$ cat src/ohi_pkg.sv
// Shared types and constants for the open addressing hash index.
`timescale 1ns / 1ps
package ohi_pkg;

  localparam int Slots = 64;
  localparam int SlotBits = $clog2(Slots);
  localparam int KeyBytes = 8;
  localparam int ValueWidth = 16;
  localparam int CountWidth = $clog2(Slots + 1);

  localparam logic [1:0] ACT_LOOKUP = 2'd0;
  localparam logic [1:0] ACT_UPSERT = 2'd1;
  localparam logic [1:0] ACT_REMOVE = 2'd2;

  localparam logic [1:0] ST_OK = 2'd0;
  localparam logic [1:0] ST_MISS = 2'd1;
  localparam logic [1:0] ST_FULL = 2'd2;

  localparam logic [1:0] SLOT_EMPTY = 2'd0;
  localparam logic [1:0] SLOT_OCC = 2'd1;
  localparam logic [1:0] SLOT_TOMB = 2'd2;

  localparam logic [31:0] FnvBasis = 32'd2166136261;
  localparam logic [31:0] FnvPrime = 32'd16777619;

  typedef struct packed {
    logic [1:0] action;
    logic [63:0] key;
    logic [3:0] key_len;
    logic [15:0] value;
  } req_t;

  typedef struct packed {
    logic [1:0] status;
    logic [15:0] found_value;
    logic [6:0] entries;
  } rsp_t;

  // Hashed request handed from the front part to the back part.
  typedef struct packed {
    logic [1:0] action;
    logic [63:0] key;
    logic [3:0] key_len;
    logic [ValueWidth-1:0] value;
    logic [31:0] hash;
  } job_t;

endpackage

$ cat src/ohi_queue.sv
// Two-entry queue between the front and back parts.
`timescale 1ns / 1ps
module ohi_queue
  import ohi_pkg::*;
(
  input  logic clk,
  input  logic rst,
  input  logic in_valid,
  output logic in_ready,
  input  job_t in_job,
  output logic out_valid,
  input  logic out_ready,
  output job_t out_job
);

  job_t mem [2];
  logic wp, rp;
  logic [1:0] cnt;

  assign in_ready = cnt != 2'd2;
  assign out_valid = cnt != 2'd0;
  assign out_job = mem[rp];

  always_ff @(posedge clk) begin
    if (in_valid && in_ready) begin
      mem[wp] <= in_job;
    end
  end

  always_ff @(posedge clk) begin
    if (rst) begin
      wp <= 1'b0;
      rp <= 1'b0;
      cnt <= 2'd0;
    end else begin
      if (in_valid && in_ready) begin
        wp <= ~wp;
      end
      if (out_valid && out_ready) begin
        rp <= ~rp;
      end
      cnt <= cnt + 2'(in_valid && in_ready) - 2'(out_valid && out_ready);
    end
  end

endmodule

$ cat config.mk
export PLATFORM = sky130hd
export DESIGN_NAME = ohi_queue
export DESIGN_NICKNAME = d
export VERILOG_FILES = /design/src/ohi_pkg.sv /design/src/ohi_queue.sv
export SDC_FILE = /design/constraint.sdc
export NUM_CORES = 1
export LEC_CHECK = 0
export ABC_CLOCK_PERIOD_IN_PS = 7000
export BUFFER_PORTS_ARGS = -buffer_cell sky130_fd_sc_hd__buf_2
export CAP_MARGIN = 20
export CORE_AREA = 2 2 151 138
export CTS_CLUSTER_DIAMETER = 40
export CTS_CLUSTER_SIZE = 8
export DETAILED_ROUTE_END_ITERATION = 10
export DIE_AREA = 0 0 153 140
export PLACE_DENSITY = 0.7
export SLEW_MARGIN = 10
export SYNTH_ARGS = -nofsm -noshare
export SYNTH_HDL_FRONTEND = slang
export SYNTH_SLANG_ARGS = --single-unit
$ cat constraint.sdc
create_clock -name clk -period 7 [get_ports clk]
set_clock_uncertainty 0.1 [all_clocks]
set_input_delay 0 -clock clk [delete_from_list [all_inputs] [get_ports clk]]
set_output_delay 0 -clock clk [all_outputs]
set_load 0.02 [all_outputs]
Word-level counts from Yosys, hierarchy flattened
Memories as Yosys holds them, arrays and structs flattened. A register that Yosys moved wholly into a read port is not among the register bits.
Cells that the tools add are included.
{ "op_classes": {"add_sub_neg": 2, "n_mux": 4, "bitwise_logic": 2, "eq_ne": 1, "n_reduce_logical": 3} }
{ "op_table": {"columns": ["operator", "count"], "rows": [
  ["1-bit 2-to-1 mux", 4],
  ["2-bit by 1-bit adder with 2-bit output", 1],
  ["1-bit logical AND", 2],
  ["2-bit inequality test (second input constant)", 1],
  ["1-bit NOT", 2],
  ["2-bit nonzero test", 1],
  ["2-bit by 1-bit subtractor with 2-bit output", 1]
]} }
{ "word_totals": {"ff_bits": 4, "wordCells": 16, "out_inout_bits": 120, "mem_bits_rw": 236, "inputBits": 122, "mem_count": 1} }
{ "mem_list": {"columns": ["memory", "words", "width", "read_ports", "rd_clocked_by_memory_dff", "write_ports", "line_no", "source"], "rows": [
  ["mem", 2, 118, 1, 1, 1, "ohi_queue.sv:16", "job_t mem [2];"]
]} }

Longest topological paths before layout
{ "logic_depth": {"ltp_word": 4, "mapped_depth": 8} }

Least setup slack after synthesis
No wires, ideal clock.
{ "synth_path": {"path_kind": "reg2reg", "from": "reg cnt[0]", "to": "mem mem[0][0] (netlist name), enable pin", "stages_incl_launch_ff": 4, "n_path_buf": 0, "period_less_slack_ps": 6345, "setup_slack_ps": 655, "t_arrival_ps": 5649, "cell_sequence": "dfxtp_1 > nand2b_1 > nand2_1 > nor2_1"} }
{ "synth_between": {"elab_chain_len": 4} }
{ "synth_rtl": {"columns": ["item", "line_no", "source"], "rows": [
  ["from (decl)", "ohi_queue.sv:18", "logic [1:0] cnt;"],
  ["from (signal assigned)", "ohi_queue.sv:42", "cnt <= cnt + 2'(in_valid && in_ready) - 2'(out_valid && out_ready);"],
  ["2-bit inequality test", "ohi_queue.sv:20", "assign in_ready = cnt != 2'd2;"],
  ["net in_ready", "ohi_queue.sv:9", "output logic in_ready,"],
  ["1-bit logical AND", "ohi_queue.sv:25", "if (in_valid && in_ready) begin"],
  ["1-bit 2-to-1 mux", "ohi_queue.sv:25", null],
  ["1-bit 2-to-1 mux (implied by the code)", "ohi_queue.sv:26", "mem[wp] <= in_job;"],
  ["to (decl)", "ohi_queue.sv:16", null]
]} }
The timed path passes the listed nets, and every way through them passes these cells.

Worst setup path after layout
{ "layout_path": {"from": "reg cnt[0]", "to": "mem mem[0][71] (netlist name), enable pin"} }
{ "layout_between": {"elab_chain_len": 4} }
{ "layout_rtl": {"columns": ["item", "line_no"], "rows": [
  ["2-bit inequality test", "ohi_queue.sv:20"],
  ["1-bit logical AND", "ohi_queue.sv:25"],
  ["1-bit 2-to-1 mux", "ohi_queue.sv:25"],
  ["1-bit 2-to-1 mux (implied by the code)", "ohi_queue.sv:26"]
]} }
No other way between the ends.

==> metrics.txt <==
outcome=complete, no violations; final worst path period share=43.4%; post-layout minimum cycle time=between 3 and 4 ns; post-route ant nets=0; ant diodes=0; gpl congestion=~0.71; ys async rst share=0%; post-CTS setup buffers=0; depth of the worst register-to-register path=5; crit end category=flip-flop; Post-DP Area=0.0103 mm2; clk slew on worst S/H paths=0.05 ns; DR top layer=met4; Worst Hold Path EP=mem[0][34]; DRT Pass-1 Iters=4; crit-path max FO=between 50 and 60; Cell Int Power=3.31 mW; area of the multi-input gates=0.00154 mm2; switching fraction of total power=28.0%; P_sw=between 1 and 1.5 mW; Post-CTS Hold Fix Bufs=122; Worst path most repeated cell=buf_4; DP Worst Slack=4.01 ns; WS Path Type=reg2reg; dpl cells=878; final core utilization=63.6%; Final Max Tran Viols=0; global route overflow=0; critical-path cell list=nand2b_1 -> nand2_1 -> nor2_4 -> buf_4 -> buf_4; initial antenna violation count=0; DRT Wirelength=18200 um; Floorplan Core Area=0.0198 mm2; total power draw=4.60 mW; met3 wire len=between 1000 and 1500 um; hold path start=in_job[34]; RR Startpoint=cnt[0]; Port Buffers=241; commonest cells in the netlist=edfxtp_1, mux2_2, mux2_4, buf_2; final worst setup slack=3.96 ns; r2r setup slk=3.96 ns; Hold Vio Cnt, Final=0; drc violations=0; syn_nets=515; fill count=1388; Starting DRT DRC Count=~230; Yosys top cell area share=80.5%; largest net degree at the start of global routing=69; CTS resizes=0; Netlist cell types=17; crit start category=flip-flop; share of post-route cells with drive strength above 1=51.8%; first-pass GRT wire length=28400 um; Die Width=between 150 and 200 um; most common cell in the synthesized netlist=edfxtp_1; Worst-Margin Slew=0.953 ns; root buf cell=clkbuf_16; DR WL met2=8910 um; Peak Freq=about 330 MHz; Max Cap Viol=0; Ys Warns=0; Post-Syn Area=between 0.008 and 0.009 mm2; Avg Vias per Cell=4.83; area grow syn2layout=42.9%; die outline area=0.0214 mm2; routed vias=5092; Pwr Density=365 mW/mm2; Comb pwr share=a little under a quarter; Yosys reg bits=about 240; ranking of synthesized cells by area=edfxtp_1, mux2_2, mux2_4; Rel. slew slack=between 30 and 40%; syn_area_per_cell=around 23 um2; drt wl/cell=approximately 17 um; Slowest-stage cell, CP=buf_4; # IOs=approximately 240; setup violators final=0; Sequential Power Share=a little over two fifths; Worst path max stage delay=0.71 ns; FF+latch area=0.00719 mm2; maximum VDD drop=roughly 0.26 mV; Design Area, Final=0.0126 mm2; row cnt=slightly below 50; hold slack final=0.118 ns; number of global-route vias before repair=between 5k and 6k; Top FF cell, synth=edfxtp_1; CP required=7.02 ns; maximum level of the CTS H-tree=2; crit path DAT=between 3 and 4 ns; CTS buffer count=38; CTS tree=yes; min-delay worst type=in2reg; die height=140 um; Overall Global Routing Usage=16.7%; register area share after synthesis=81.6%; setup_tns=0 ns; Clock Path Buffers=3; r2r endpoint=mem[0][71]; hold path depth=2; HPWL after detailed placement=10800 um; CTS sink cnt=about 240; clk_lat worst skew=0.49 ns; Post-Layout Cell Count=approximately 1.1k; number of flops mapped to enable cells by yosys=approximately 240; Initial Utilization=44.5%; nets=909; Post-Synthesis Cells=391; DRT met1 WL=7350 um; clock network power share=34.6%; RSZ-0062 raised after global routing=no; leakage power=4.82 nW; area leader, netlist=edfxtp_1
==> critical path: cells and delay by family (launching register included) <==
family | cells | cell delay, ns
buf+inv | 2 | 1.32
flops | 1 | 0.38
simple gates | 3 | 0.77
==> layout make-up <==
cell class | count | share of cell area, %
tap | 255 | 2.53
clock buffer | 45 | 7.84
timing repair buffer | 367 | 19.5
multi-input combinational | 136 | 12.2
sequential | 241 | 57.1
inverter | 1 | 0.0298
clock inverter | 9 | 0.706
==> sequential cells by signal (all words and copies together) (netlist names), named ones only <==
name / flops
cnt: 2
rp: 1
wp: 1
mem: 236
==> per-layer routing <==
layer / track usage (%) / vias to the layer above
met5: 0 / -
met4: 6.48 / 0
met3: 5.94 / 43
met2: 28.1 / 209
met1: 19.7 / 2501
li1: - / 2339
==> kinds of logic after synthesis <==
group | count (synthesis) | synth area share [%]
muxes | 119 | 16.1
and+or+nand+nor | 11 | 0.611
adders and majority gates | 2 | 0.284
DFF | 241 | 81.6
buffers and inverters | 14 | 1.07
xor gates and xnor gates | 3 | 0.298
AOI/OAI and AO/OA | 1 | 0.0853
==> power by group through the flow <==
stage	clock network [mW]	registers, mW	logic, mW
4_1_cts	1.63	1.92	1.10
5_1_grt	1.70	1.94	1.16
6_report	1.59	1.92	1.09
2_1_floorplan	0	1.90	0.765
3_3_place_gp	0	1.93	1.02
3_5_place_dp	0	1.94	1.03
==> worst max path at each step <==
stage,from,to
2_1_floorplan,cnt[0],mem[0][0]
6_report,cnt[0],mem[0][71]
3_3_place_gp,cnt[0],mem[0][8]
5_1_grt,cnt[0],mem[0][71]
4_1_cts,cnt[0],mem[0][71]
3_5_place_dp,cnt[0],mem[0][8]
==> layout by cell type, fill, tap and decap left out, types with 2 or more instances in the layout <==
cell type	Yosys	routed
nor2_1	5	4
dlygate4sd3_1	0	122
dfxtp_1	5	4
buf_2	9	241
ha_1	2	2
mux2_2	99	99
nor2b_1	2	2
clkbuf_1	0	6
clkinv_1	0	2
clkbuf_16	0	38
mux2_4	20	20
xnor2_1	2	2
buf_4	0	4
edfxtp_1	236	236
clkinv_2	0	2
inv_6	0	2
No activity file was read; power rests on OpenSTA's default activity.
