--- src/ohi_pkg.sv ---
// Shared types and constants for the open addressing hash index.
`timescale 1ns / 1ps
package ohi_pkg;

  localparam int Slots = 64;
  localparam int SlotBits = $clog2(Slots);
  localparam int KeyBytes = 8;
  localparam int ValueWidth = 16;
  localparam int CountWidth = $clog2(Slots + 1);

  localparam logic [1:0] ACT_LOOKUP = 2'd0;
  localparam logic [1:0] ACT_UPSERT = 2'd1;
  localparam logic [1:0] ACT_REMOVE = 2'd2;

  localparam logic [1:0] ST_OK = 2'd0;
  localparam logic [1:0] ST_MISS = 2'd1;
  localparam logic [1:0] ST_FULL = 2'd2;

  localparam logic [1:0] SLOT_EMPTY = 2'd0;
  localparam logic [1:0] SLOT_OCC = 2'd1;
  localparam logic [1:0] SLOT_TOMB = 2'd2;

  localparam logic [31:0] FnvBasis = 32'd2166136261;
  localparam logic [31:0] FnvPrime = 32'd16777619;

  typedef struct packed {
    logic [1:0] action;
    logic [63:0] key;
    logic [3:0] key_len;
    logic [15:0] value;
  } req_t;

  typedef struct packed {
    logic [1:0] status;
    logic [15:0] found_value;
    logic [6:0] entries;
  } rsp_t;

  // Hashed request handed from the front part to the back part.
  typedef struct packed {
    logic [1:0] action;
    logic [63:0] key;
    logic [3:0] key_len;
    logic [ValueWidth-1:0] value;
    logic [31:0] hash;
  } job_t;

endpackage

--- src/ohi_front.sv ---
// Front part: normalizes the key and hashes it one byte per cycle.
`timescale 1ns / 1ps
module ohi_front
  import ohi_pkg::*;
(
  input  logic clk,
  input  logic rst,
  input  logic push,
  output logic full,
  input  req_t req,
  output logic job_valid,
  input  logic job_ready,
  output job_t job
);

  logic busy;
  logic done;
  logic [3:0] idx;
  logic [31:0] prod;
  logic [7:0] cur;

  assign full = busy;
  assign job_valid = done;
  assign cur = job.key[{idx[2:0], 3'b000} +: 8];
  assign prod = (job.hash ^ {24'd0, cur}) * FnvPrime;

  always_ff @(posedge clk) begin
    if (rst) begin
      busy <= 1'b0;
      done <= 1'b0;
    end else if (!busy && push) begin
      busy <= 1'b1;
      done <= 1'b0;
      idx <= 4'd0;
      job.action <= req.action;
      job.value <= req.value[ValueWidth-1:0];
      job.hash <= FnvBasis;
      for (int b = 0; b < KeyBytes; b++) begin
        job.key[b*8 +: 8] <= (b < req.key_len) ? req.key[b*8 +: 8] : 8'd0;
      end
      job.key_len <= (req.key_len > 4'(KeyBytes)) ? 4'(KeyBytes) : req.key_len;
    end else if (busy && !done) begin
      if (idx == job.key_len) begin
        done <= 1'b1;
      end else begin
        job.hash <= prod;
        idx <= idx + 4'd1;
      end
    end else if (done && job_ready) begin
      done <= 1'b0;
      busy <= 1'b0;
    end
  end

endmodule

--- config.mk ---
export PLATFORM = sky130hd
export DESIGN_NAME = ohi_front
export DESIGN_NICKNAME = d
export VERILOG_FILES = /design/src/ohi_pkg.sv /design/src/ohi_front.sv
export SDC_FILE = /design/constraint.sdc
export NUM_CORES = 1
export LEC_CHECK = 0
export ABC_AREA = 0
export BUFFER_PORTS_ARGS = -buffer_cell sky130_fd_sc_hd__buf_2
export CORE_MARGIN = 2
export CORE_UTILIZATION = 57
export CTS_CLUSTER_DIAMETER = 50
export DETAILED_ROUTE_END_ITERATION = 8
export HOLD_SLACK_MARGIN = 0.02
export PLACE_DENSITY = 0.82
export SYNTH_ARGS = -nofsm -noshare
export SYNTH_HDL_FRONTEND = slang
export SYNTH_SLANG_ARGS = --single-unit
--- constraint.sdc ---
create_clock -name clk -period 8.74 [get_ports clk]
set_clock_uncertainty 0.2 [all_clocks]
set_input_delay 0.437 -clock clk [delete_from_list [all_inputs] [get_ports clk]]
set_output_delay 0.437 -clock clk [all_outputs]
set_load 0.05 [all_outputs]
After elaboration in Yosys (flattened, before gate mapping). Cells that the tools add are included.

Bits in registers: 124. Bits of input ports: 90. Output and inout bits: 120. Word-level logic and storage cells: 55.

$add $sub $neg: 1. Multipliers: 1. Magnitude comparators: 9. Equal/unequal tests: 4. Shift-type cells: 1. Mux-type cells: 9. Bitwise logic cells: 2. Reduce and logical (&&, ||, !) cells: 13.

Operators by type and width (number): 32-bit two-way mux (2); 64-bit by 7-bit indexed part select with 8-bit output (1); 32-bit by 25-bit multiplier with 32-bit output, second input constant (1); 32-bit by 8-bit bitwise XOR with 32-bit output (1); 3-bit by 4-bit < comparator with 1-bit output, first input constant (4); 1-bit by 4-bit < comparator with 1-bit output, first input constant (2); 2-bit by 4-bit < comparator with 1-bit output, first input constant (2); 4-bit two-way mux (2); 2-bit AND reduction (3); 2-bit nonzero test (3); 1-bit two-way mux (5); 4-bit by 1-bit adder with 4-bit output, second input constant (1); 4-bit == test (1); 4-bit greater-than comparator, second input constant (1); 2-bit != test, second input constant (2); 1-bit logical AND (3); 3-bit AND reduction (1); 1-bit logical NOT (2); 2-bit by 1-bit != test with 1-bit output, second input constant (1); 2-bit OR reduction (1); 1-bit inverter (1).

Logic depth before layout (Yosys ltp). Gate-level depths: netlist of run 1.

Depth after elaboration: 5. Depth in mapped cells: 23.

Worst setup path after synthesis of run 1. Ideal clock, no wire load.

Path kind: register to register. From: reg idx[0]. To: reg job[27] in the netlist's numbering, data pin. Arrival time: 5.972 ns. Required time: 8.272 ns. Slack: 2.300 ns. Stages on the path, launching flop included: 24. Cell sequence: edfxtp_1 > buf_4 > buf_2 > mux4_2 > mux2i_1 > xnor2_1 > ha_1 > ha_1 > fa_1 > ha_1 > fa_1 > ha_1 > inv_1 > fa_1 > inv_1 > ha_1 > a21oi_1 > o21ai_0 > a221o_1 > a21o_1 > o2bb2ai_2 > o21a_1 > nor3_1 > nor3_2.

Longest elaborated chain between the ends: 5.

RTL lines: start, declared (RTL line ohi_front.sv:18) `logic [3:0] idx;`; start signal, assigned (RTL line ohi_front.sv:47) `idx <= idx + 4'd1;`; 64-bit by 7-bit indexed part select with 8-bit output (RTL line ohi_front.sv:24) `assign cur = job.key[{idx[2:0], 3'b000} +: 8];`; 32-bit by 8-bit bitwise XOR with 32-bit output (RTL line ohi_front.sv:25) `assign prod = (job.hash ^ {24'd0, cur}) * FnvPrime;`; 32-bit by 25-bit multiplier with 32-bit output (RTL line ohi_front.sv:25); 32-bit two-way mux (RTL line ohi_front.sv:43) `if (idx == job.key_len) begin`; 32-bit two-way mux (RTL line ohi_front.sv:42) `end else if (busy && !done) begin`; end, declared (RTL line ohi_front.sv:13) `output job_t job`.

No other way between the ends. The select of a mux whose other input is x is not followed. A chain may end at the register's enable or synchronous reset.

Worst setup path after layout of run 1.
From: reg idx[0]. To: reg job[31] in the netlist's numbering, data pin.

The elaborated chain is that of the path after synthesis.

==> impl_results.html, run 1 <==
<table>
<tr><th>Metric</th><th>Value</th></tr>
<tr><th colspan="2">Placed design</th></tr>
<tr><td>Last weighted congestion value of the routability-driven placer</td><td>0.9189</td></tr>
<tr><td>Instance area at placement</td><td>12020 sq um</td></tr>
<tr><td>Final HPWL DP</td><td>20.04 mm</td></tr>
<tr><td>Number of placed instances with taps included</td><td>1354</td></tr>
<tr><td>Port buffer count</td><td>209</td></tr>
<tr><th colspan="2">Die</th></tr>
<tr><td>Die width</td><td>140.8 microns</td></tr>
<tr><td>Number of rows created at floorplan</td><td>50</td></tr>
<tr><td>Initial cell density of the core</td><td>57.59%</td></tr>
<tr><td>Core ar.</td><td>18520 sq um</td></tr>
<tr><td>Overall die height</td><td>140.8 microns</td></tr>
<tr><td># IOs</td><td>210</td></tr>
<tr><td>Total die area</td><td>19820 sq um</td></tr>
<tr><th colspan="2">Layout</th></tr>
<tr><td>FILL cells</td><td>1348</td></tr>
<tr><td>Antenna Cells</td><td>0</td></tr>
<tr><td>Layout cell share with drive strength beyond 1</td><td>23.33%</td></tr>
<tr><td>Area grow syn2layout</td><td>19.49%</td></tr>
<tr><td>Layout Cells excl Fill</td><td>1404</td></tr>
<tr><td>Final layout net count</td><td>1506</td></tr>
<tr><td>Design area</td><td>12740 sq um</td></tr>
<tr><td>Combined area of the multi-input logic cells</td><td>6177 sq um</td></tr>
<tr><td>Area occupied by registers</td><td>3704 sq um</td></tr>
<tr><th colspan="2">CTS</th></tr>
<tr><td>Setup fix buffers added after clock tree synthesis</td><td>0</td></tr>
<tr><td>TritonCTS clock tree</td><td>yes</td></tr>
<tr><td>Master cell of the clock root buffer</td><td>sky130_fd_sc_hd__clkbuf_16</td></tr>
<tr><td>PostCTS Resize Cnt</td><td>0</td></tr>
<tr><td>Insertion delay of the later-clocked pin in the worst-skew pair</td><td>420 ps</td></tr>
<tr><td>Clock buffers created by TritonCTS</td><td>17</td></tr>
<tr><td>Clock sink total</td><td>124</td></tr>
<tr><td>Clock transition at the registers of the reported paths</td><td>60 ps</td></tr>
<tr><td>Clock tree buffer depth</td><td>2</td></tr>
<tr><td>Quantity of hold-fixing buffers added after cts</td><td>18</td></tr>
<tr><td>H-tree Lvls</td><td>4</td></tr>
<tr><th colspan="2">Detailed routing</th></tr>
<tr><td>Average detailed-routed wire length per instance</td><td>18.32 microns</td></tr>
<tr><td>DR DRC count</td><td>0</td></tr>
<tr><td>Drt first-iter violations</td><td>466</td></tr>
<tr><td>Drt total wl</td><td>25.73 mm</td></tr>
<tr><td>Via count of the routed design</td><td>7619</td></tr>
<tr><td>Total iterations of the first detailed-routing run</td><td>5</td></tr>
<tr><td>Number of vias per cell after detailed routing</td><td>5.427</td></tr>
<tr><td>Residual antenna-violating net count after detailed routing</td><td>0</td></tr>
<tr><th colspan="2">STA</th></tr>
<tr><td>Final hold viol count</td><td>0</td></tr>
<tr><td>Max Transition Viols Final</td><td>0</td></tr>
<tr><td>Fmax</td><td>135.5 MHz</td></tr>
<tr><td>Setup repair after global routing missed its margin</td><td>false</td></tr>
<tr><td>Worst-Margin Slew</td><td>1150 ps</td></tr>
<tr><td>Final total negative setup slack</td><td>0 ps</td></tr>
<tr><td>Tightest hold margin</td><td>89.53 ps</td></tr>
<tr><td>Max-slew headroom</td><td>22.69%</td></tr>
<tr><td># setup viols final</td><td>0</td></tr>
<tr><td>Minimum clock period after layout</td><td>7378 ps</td></tr>
<tr><td>Final worst path period share</td><td>84.42%</td></tr>
<tr><th colspan="2">Hold path</th></tr>
<tr><td>Classification of the worst-slack hold path</td><td>input port to register</td></tr>
<tr><td>Cell count of the worst hold path</td><td>2</td></tr>
<tr><th colspan="2">Synthesis</th></tr>
<tr><td>Unique cell type count in the Yosys netlist</td><td>47</td></tr>
<tr><td>Synthesized instance count</td><td>917</td></tr>
<tr><td>Synthesized net count</td><td>1266</td></tr>
<tr><td>Share of synthesized area occupied by flip-flops and latches</td><td>34.73%</td></tr>
<tr><td>Yosys Warn Count</td><td>0</td></tr>
<tr><td>Synth async-reset ratio</td><td>0%</td></tr>
<tr><td>Number of enable-type register cells in the synthesized netlist</td><td>122</td></tr>
<tr><td>Mean instance size in the synthesized netlist</td><td>11.63 sq um</td></tr>
<tr><td>Most frequently used flop master after synthesis</td><td>sky130_fd_sc_hd__edfxtp_1</td></tr>
<tr><td>Post-synthesis sequential element count</td><td>124</td></tr>
<tr><td>Mapped Area</td><td>10660 sq um</td></tr>
<tr><th colspan="2">Worst setup path</th></tr>
<tr><td>Worst Path Arrival</td><td>7340 ps</td></tr>
<tr><td>Startpoint kind of the worst setup timing path</td><td>register</td></tr>
<tr><td>Setup CP Type</td><td>register to register</td></tr>
<tr><td>Required @ worst endpoint</td><td>8700 ps</td></tr>
<tr><td>Reg2Reg Depth</td><td>21</td></tr>
<tr><td>Slowest stage delay, CP</td><td>960 ps</td></tr>
<tr><td>Max Fanout on Critical Path</td><td>16</td></tr>
<tr><td>Critical path capture point type</td><td>register</td></tr>
<tr><td>Critical path's slowest cell</td><td>sky130_fd_sc_hd__edfxtp_1</td></tr>
<tr><td>Most repeated library cell on the critical path</td><td>sky130_fd_sc_hd__ha_1</td></tr>
<tr><td>Cell-by-cell trace of the critical path</td><td>mux4_2, mux2i_1, xnor2_1, ha_1, ha_1, fa_1, ha_1, fa_1, ha_1, inv_1, fa_1, inv_1, ha_1, a21oi_1, and2_1, a221oi_2, a21o_1, o2bb2ai_2, o221ai_1, xnor2_1, nand2_1</td></tr>
<tr><th colspan="2">Run</th></tr>
<tr><td>Max-cap violation count</td><td>0</td></tr>
<tr><th colspan="2">Global route</th></tr>
<tr><td>Aggregate global-route resource usage</td><td>27.11%</td></tr>
<tr><td>Via count of the first global-routing pass</td><td>8000</td></tr>
<tr><td>Global-route wire length before repair</td><td>40.94 mm</td></tr>
<tr><td>Number of antenna violations at the first check in global routing</td><td>0</td></tr>
<tr><td>Largest net degree at the start of global routing</td><td>87</td></tr>
<tr><td>Total congestion overflow</td><td>0</td></tr>
<tr><th colspan="2">Status</th></tr>
<tr><td>Result of the run</td><td>complete, no violations</td></tr>
</table>
## cell usage after synthesis (2+ instances only)
cell type / n / share of area, %
sky130_fd_sc_hd__a21oi_1: 25 / 1.2
sky130_fd_sc_hd__a21o_1: 11 / 0.77
sky130_fd_sc_hd__xnor2_1: 36 / 3.0
sky130_fd_sc_hd__nor2b_1: 55 / 3.2
sky130_fd_sc_hd__o21a_1: 6 / 0.42
sky130_fd_sc_hd__nor4_1: 2 / 0.12
sky130_fd_sc_hd__nor3_1: 8 / 0.38
sky130_fd_sc_hd__nor3b_1: 2 / 0.14
sky130_fd_sc_hd__o21ai_0: 12 / 0.56
sky130_fd_sc_hd__edfxtp_1: 122 / 34
sky130_fd_sc_hd__fa_1: 74 / 14
sky130_fd_sc_hd__a221oi_2: 2 / 0.28
sky130_fd_sc_hd__o211ai_1: 3 / 0.21
sky130_fd_sc_hd__o21ai_1: 2 / 0.094
sky130_fd_sc_hd__and2_1: 27 / 1.6
sky130_fd_sc_hd__o21bai_1: 4 / 0.28
sky130_fd_sc_hd__or2_2: 2 / 0.12
sky130_fd_sc_hd__a31oi_1: 4 / 0.23
sky130_fd_sc_hd__and3_1: 5 / 0.29
sky130_fd_sc_hd__xor2_1: 18 / 1.5
sky130_fd_sc_hd__ha_1: 185 / 22
sky130_fd_sc_hd__clkbuf_1: 8 / 0.28
sky130_fd_sc_hd__nor2_1: 24 / 0.84
sky130_fd_sc_hd__inv_1: 202 / 7.1
sky130_fd_sc_hd__dfxtp_1: 2 / 0.38
sky130_fd_sc_hd__buf_1: 2 / 0.070
sky130_fd_sc_hd__mux4_2: 16 / 3.4
sky130_fd_sc_hd__nand2b_1: 8 / 0.47
sky130_fd_sc_hd__mux2i_1: 9 / 0.84
sky130_fd_sc_hd__a211oi_1: 5 / 0.35
sky130_fd_sc_hd__nand2_1: 20 / 0.70
## final timing paths
path	start	end	slack, ps
max	idx[0]	job[31]	1360
min	req[71]	job[103]	90
max reg2reg	idx[0]	job[31]	1360
min reg2reg	full	full	360
## critical path, delay by kind of cell (launching register included)
kind,cells,cell delay (ps)
flops,1,960
simple gates,2,230
mux,2,940
compound gates,5,1160
xor+xnor,2,510
buf+inv,2,90
fa+ha+maj,8,3020
## layer usage
metal	global-route usage, %	vias to the layer above	wire (microns)
met5	0	-	0
li1	-	3549	-
met4	9.263	0	650
met3	6.386	50	1805
met2	46.93	336	13090
met1	33.60	3684	10180
## flip-flops by register name (all words and copies together) (netlist names)
register	count
job	118
idx	4
full	1
job_valid	1
## final cells by class
type / instances / share of cell area, %
clock buffer: 18 / 3.368
clock inverter: 14 / 0.8641
inverter: 202 / 5.951
multi-input combinational: 579 / 48.48
sequential: 124 / 29.07
tap: 234 / 2.298
timing repair buffer: 233 / 9.976
## cells by family after synthesis
group,after synthesis,share of synthesized area [%]
AOI/OAI and AO/OA,83,5.210
xor gates and xnor gates,54,4.435
adders and majority gates,259,35.60
buffers and inverters,214,7.580
DFF,124,34.73
muxes,25,4.224
and+or+nand+nor,158,8.225
## metrics by stage
step | setup slack (ps) | utilization [%]
5_1_grt | 854.7 | 68.81
3_3_place_gp | 1504 | 64.93
3_5_place_dp | 1335 | 64.93
4_1_cts | 1332 | 68.81
6_report | 1362 | 68.81
2_1_floorplan | 2300 | -
## cells in the final DEF, fill, tap and decap left out, types with 2 or more instances in the layout
cell type and count:
sky130_fd_sc_hd__a211oi_1 5, sky130_fd_sc_hd__a21o_1 11, sky130_fd_sc_hd__a21oi_1 24, sky130_fd_sc_hd__a221oi_2 2, sky130_fd_sc_hd__a31oi_1 4, sky130_fd_sc_hd__and2_1 27
sky130_fd_sc_hd__and3_1 5, sky130_fd_sc_hd__buf_2 209, sky130_fd_sc_hd__buf_4 6, sky130_fd_sc_hd__clkbuf_16 17, sky130_fd_sc_hd__clkinv_2 2, sky130_fd_sc_hd__clkinv_4 2
sky130_fd_sc_hd__clkinvlp_4 2, sky130_fd_sc_hd__dfxtp_1 2, sky130_fd_sc_hd__dlygate4sd3_1 18, sky130_fd_sc_hd__edfxtp_1 122, sky130_fd_sc_hd__fa_1 74, sky130_fd_sc_hd__ha_1 185
sky130_fd_sc_hd__inv_1 202, sky130_fd_sc_hd__inv_6 6, sky130_fd_sc_hd__mux2i_1 9, sky130_fd_sc_hd__mux4_2 16, sky130_fd_sc_hd__nand2_1 20, sky130_fd_sc_hd__nand2b_1 8
sky130_fd_sc_hd__nor2_1 23, sky130_fd_sc_hd__nor2b_1 55, sky130_fd_sc_hd__nor3_1 8, sky130_fd_sc_hd__nor3b_1 2, sky130_fd_sc_hd__o211ai_1 3, sky130_fd_sc_hd__o21a_1 6
sky130_fd_sc_hd__o21ai_0 12, sky130_fd_sc_hd__o21ai_1 2, sky130_fd_sc_hd__o21bai_1 4, sky130_fd_sc_hd__or2_2 2, sky130_fd_sc_hd__xnor2_1 36, sky130_fd_sc_hd__xor2_1 18
Power of run 1 is left out: the tool's default activity adds up to more than one toggle a clock period on the data nets, which glitch-free logic cannot reach.
==> inputs of run 2 (changes only) <==
--- a/config.mk
+++ b/config.mk
@@ -8,11 +8,11 @@
 export ABC_AREA = 0
 export BUFFER_PORTS_ARGS = -buffer_cell sky130_fd_sc_hd__buf_2
 export CORE_MARGIN = 2
-export CORE_UTILIZATION = 57
+export CORE_UTILIZATION = 52
 export CTS_CLUSTER_DIAMETER = 50
 export DETAILED_ROUTE_END_ITERATION = 8
 export HOLD_SLACK_MARGIN = 0.02
-export PLACE_DENSITY = 0.82
+export PLACE_DENSITY = 0.79
 export SYNTH_ARGS = -nofsm -noshare
 export SYNTH_HDL_FRONTEND = slang
 export SYNTH_SLANG_ARGS = --single-unit
==> constraint.sdc (replaced) <==
create_clock -name clk -period 6.2 [get_ports clk]
set_clock_uncertainty 0.2 [all_clocks]
set_input_delay 0.31 -clock clk [delete_from_list [all_inputs] [get_ports clk]]
set_output_delay 0.31 -clock clk [all_outputs]
set_load 0.05 [all_outputs]
==> impl_results.html, run 2 (same netlist as run 1, synthesis figures left out) <==
<table>
<tr><th>Metric</th><th>Value</th></tr>
<tr><th colspan="2">Global route</th></tr>
<tr><td>Global-route wire length before repair</td><td>52.85 mm (+29%)</td></tr>
<tr><td>Most Crowded Layer GR</td><td>met2</td></tr>
<tr><td>Largest net degree at the start of global routing</td><td>87 (unchanged)</td></tr>
<tr><td>Met2 capacity usage during global routing</td><td>56.40% (+9.5 points)</td></tr>
<tr><td>Number of antenna violations at the first check in global routing</td><td>2 (+2)</td></tr>
<tr><td>Aggregate global-route resource usage</td><td>32.49% (+5.4 points)</td></tr>
<tr><td>Via count of the first global-routing pass</td><td>9538 (+19%)</td></tr>
<tr><td>GR Layer Usage met1</td><td>36.67% (+3.1 points)</td></tr>
<tr><td>Met3 capacity usage during global routing</td><td>6.894% (+0.51 points)</td></tr>
<tr><td>Total congestion overflow</td><td>0 (unchanged)</td></tr>
<tr><th colspan="2">Die</th></tr>
<tr><td>Die width</td><td>147.2 microns (+4.6%)</td></tr>
<tr><td>Number of rows created at floorplan</td><td>52 (+4.0%)</td></tr>
<tr><td>Total die area</td><td>21670 sq um (+9.3%)</td></tr>
<tr><td>Core ar.</td><td>20170 sq um (+8.9%)</td></tr>
<tr><td>Initial cell density of the core</td><td>52.87% (-4.7 points)</td></tr>
<tr><td># IOs</td><td>210 (unchanged)</td></tr>
<tr><td>Overall die height</td><td>147.2 microns (+4.6%)</td></tr>
<tr><th colspan="2">STA</th></tr>
<tr><td>Minimum clock period after layout</td><td>6608 ps (-770.3 ps)</td></tr>
<tr><td>Max-slew headroom</td><td>15.36% (-7.3 points)</td></tr>
<tr><td>Fmax</td><td>151.3 MHz (+12%)</td></tr>
<tr><td># setup viols final</td><td>20 (+20)</td></tr>
<tr><td>Final worst setup slack</td><td>-407.6 ps (-1770 ps)</td></tr>
<tr><td>Final worst path period share</td><td>106.6% (+22 points)</td></tr>
<tr><td>Tightest hold margin</td><td>9.838 ps (-79.69 ps)</td></tr>
<tr><td>Max Transition Viols Final</td><td>0 (unchanged)</td></tr>
<tr><td>Final hold viol count</td><td>0 (unchanged)</td></tr>
<tr><td>Worst-Margin Slew</td><td>1260 ps (+109.8 ps)</td></tr>
<tr><td>Setup repair after global routing missed its margin</td><td>true</td></tr>
<tr><th colspan="2">Layout</th></tr>
<tr><td>Area grow syn2layout</td><td>40.33%</td></tr>
<tr><td>Layout cell share with drive strength beyond 1</td><td>34.67% (+11 points)</td></tr>
<tr><td>Most flop-heavy register</td><td>job</td></tr>
<tr><td>Design area</td><td>14960 sq um (+17%)</td></tr>
<tr><td>Top Registers</td><td>job: 118 flops, idx: 4 flops</td></tr>
<tr><td>Antenna Cells</td><td>0 (unchanged)</td></tr>
<tr><td>Final layout net count</td><td>1654 (+9.8%)</td></tr>
<tr><td>Share of the core filled with cells in the final layout</td><td>74.19% (+5.4 points)</td></tr>
<tr><td>FILL cells</td><td>1179 (-13%)</td></tr>
<tr><td>Top library cells by usage in the layout, fill and taps aside</td><td>209 x sky130_fd_sc_hd__buf_2, 193 x sky130_fd_sc_hd__inv_1, 147 x sky130_fd_sc_hd__ha_1, 122 x sky130_fd_sc_hd__edfxtp_1, 82 x sky130_fd_sc_hd__dlygate4sd3_1</td></tr>
<tr><td>Commonest non-fill, non-tap cell in the layout</td><td>sky130_fd_sc_hd__buf_2</td></tr>
<tr><td>Number of flip-flops under the largest register name</td><td>118 (unchanged)</td></tr>
<tr><th colspan="2">Worst setup path</th></tr>
<tr><td>Required @ worst endpoint</td><td>6190 ps (-2510 ps)</td></tr>
<tr><td>Max Fanout on Critical Path</td><td>7 (-9)</td></tr>
<tr><td>Slowest stage delay, CP</td><td>590 ps (-370 ps)</td></tr>
<tr><td>Worst Path Arrival</td><td>6590 ps (-750 ps)</td></tr>
<tr><td>Critical path's slowest cell</td><td>sky130_fd_sc_hd__mux4_2</td></tr>
<tr><td>Setup CP Type</td><td>register to register</td></tr>
<tr><td>Startpoint kind of the worst setup timing path</td><td>register</td></tr>
<tr><td>Critical path capture point type</td><td>register</td></tr>
<tr><th colspan="2">Detailed routing</th></tr>
<tr><td>Drt total wl</td><td>38.47 mm (+50%)</td></tr>
<tr><td>DR DRC count</td><td>0 (unchanged)</td></tr>
<tr><td>Number of vias per cell after detailed routing</td><td>5.822 (+7.3%)</td></tr>
<tr><td>Via count of the routed design</td><td>9246 (+21%)</td></tr>
<tr><td>Drt first-iter violations</td><td>874 (+88%)</td></tr>
<tr><td>Residual antenna-violating net count after detailed routing</td><td>0 (unchanged)</td></tr>
<tr><td>Total iterations of the first detailed-routing run</td><td>7 (+2)</td></tr>
<tr><td>Average detailed-routed wire length per instance</td><td>24.22 microns (+32%)</td></tr>
<tr><th colspan="2">Placed design</th></tr>
<tr><td>Instance area at placement</td><td>12580 sq um (+4.6%)</td></tr>
<tr><td>Minimum setup slack after placement</td><td>-310.2 ps (-1645 ps)</td></tr>
<tr><td>Final HPWL DP</td><td>21.72 mm (+8.4%)</td></tr>
<tr><td>Last weighted congestion value of the routability-driven placer</td><td>0.8963 (-2.5%)</td></tr>
<tr><td>Port buffer count</td><td>209 (unchanged)</td></tr>
<tr><th colspan="2">CTS</th></tr>
<tr><td>Clock sink total</td><td>124 (unchanged)</td></tr>
<tr><td>Clock tree buffer depth</td><td>2 (unchanged)</td></tr>
<tr><td>Master cell of the clock root buffer</td><td>sky130_fd_sc_hd__clkbuf_16</td></tr>
<tr><td>Clock transition at the registers of the reported paths</td><td>70 ps (about the same)</td></tr>
<tr><td>H-tree Lvls</td><td>4 (unchanged)</td></tr>
<tr><td>Clock buffers created by TritonCTS</td><td>17 (unchanged)</td></tr>
<tr><td>TritonCTS clock tree</td><td>yes</td></tr>
<tr><td>Insertion delay of the later-clocked pin in the worst-skew pair</td><td>440 ps (+20 ps)</td></tr>
<tr><th colspan="2">Hold path</th></tr>
<tr><td>Classification of the worst-slack hold path</td><td>input port to register</td></tr>
<tr><th colspan="2">Status</th></tr>
<tr><td>Result of the run</td><td>complete, but fails checks</td></tr>
<tr><td>Violated checks</td><td>negative setup slack</td></tr>
<tr><th colspan="2">Run</th></tr>
<tr><td>Max-cap violation count</td><td>0 (unchanged)</td></tr>
</table>
-- run 2: repair_timing --
item                       4_1_cts  5_1_grt
setup endpoints to repair       16       19
pin swaps                       62       40
hold buffers                    82        0
hold endpoints to repair        81        0
buffers inserted                18       13
gates resized for setup         76       52
-- run 2: layout make-up --
type,instances,area [sq um],area share [%]
Sequential cell,124,3704,24.75
Clock buffer,17,425.4,2.843
Tap cell,270,337.8,2.258
Inverter,202,758.2,5.067
Timing Repair Buffer,381,2619,17.50
Multi-Input combinational cell,579,6992,46.72
Clock inverter,15,128.9,0.8612
-- run 2: metal layers --
metal	up-vias	wire (microns)
li1	3851	-
met1	4411	12700
met2	731	18570
met3	249	4013
met4	4	3147
met5	-	26
-- run 2: worst paths after layout --
path,depth (start not counted),slack (ps),startpoint,endpoint
max,25,-410,idx[0],job[30]
min,2,10,req[67],job[99]
max reg2reg,25,-410,idx[0],job[30]
min reg2reg,2,480,idx[3],idx[3]
-- run 2: worst max-delay path, delay by kind of cell, from the launching register on --
family | cells | cell delay, ps
adder cells (fa/ha/maj) | 7 | 2540
AO/OA/AOI/OAI | 7 | 1140
multiplexers | 3 | 880
buffers and inverters | 6 | 760
flip-flops | 1 | 420
XOR/XNOR | 2 | 400
-- run 2: per-stage QoR --
stage                     TNS [ps]  cells
after floorplan                  0    917
after CTS                        0   1577
after global placement       -1294   1446
after detailed placement     -2934   1446
after global routing         -8561   1588
final                        -5589   1588
Power of run 2 is left out for the same reason.
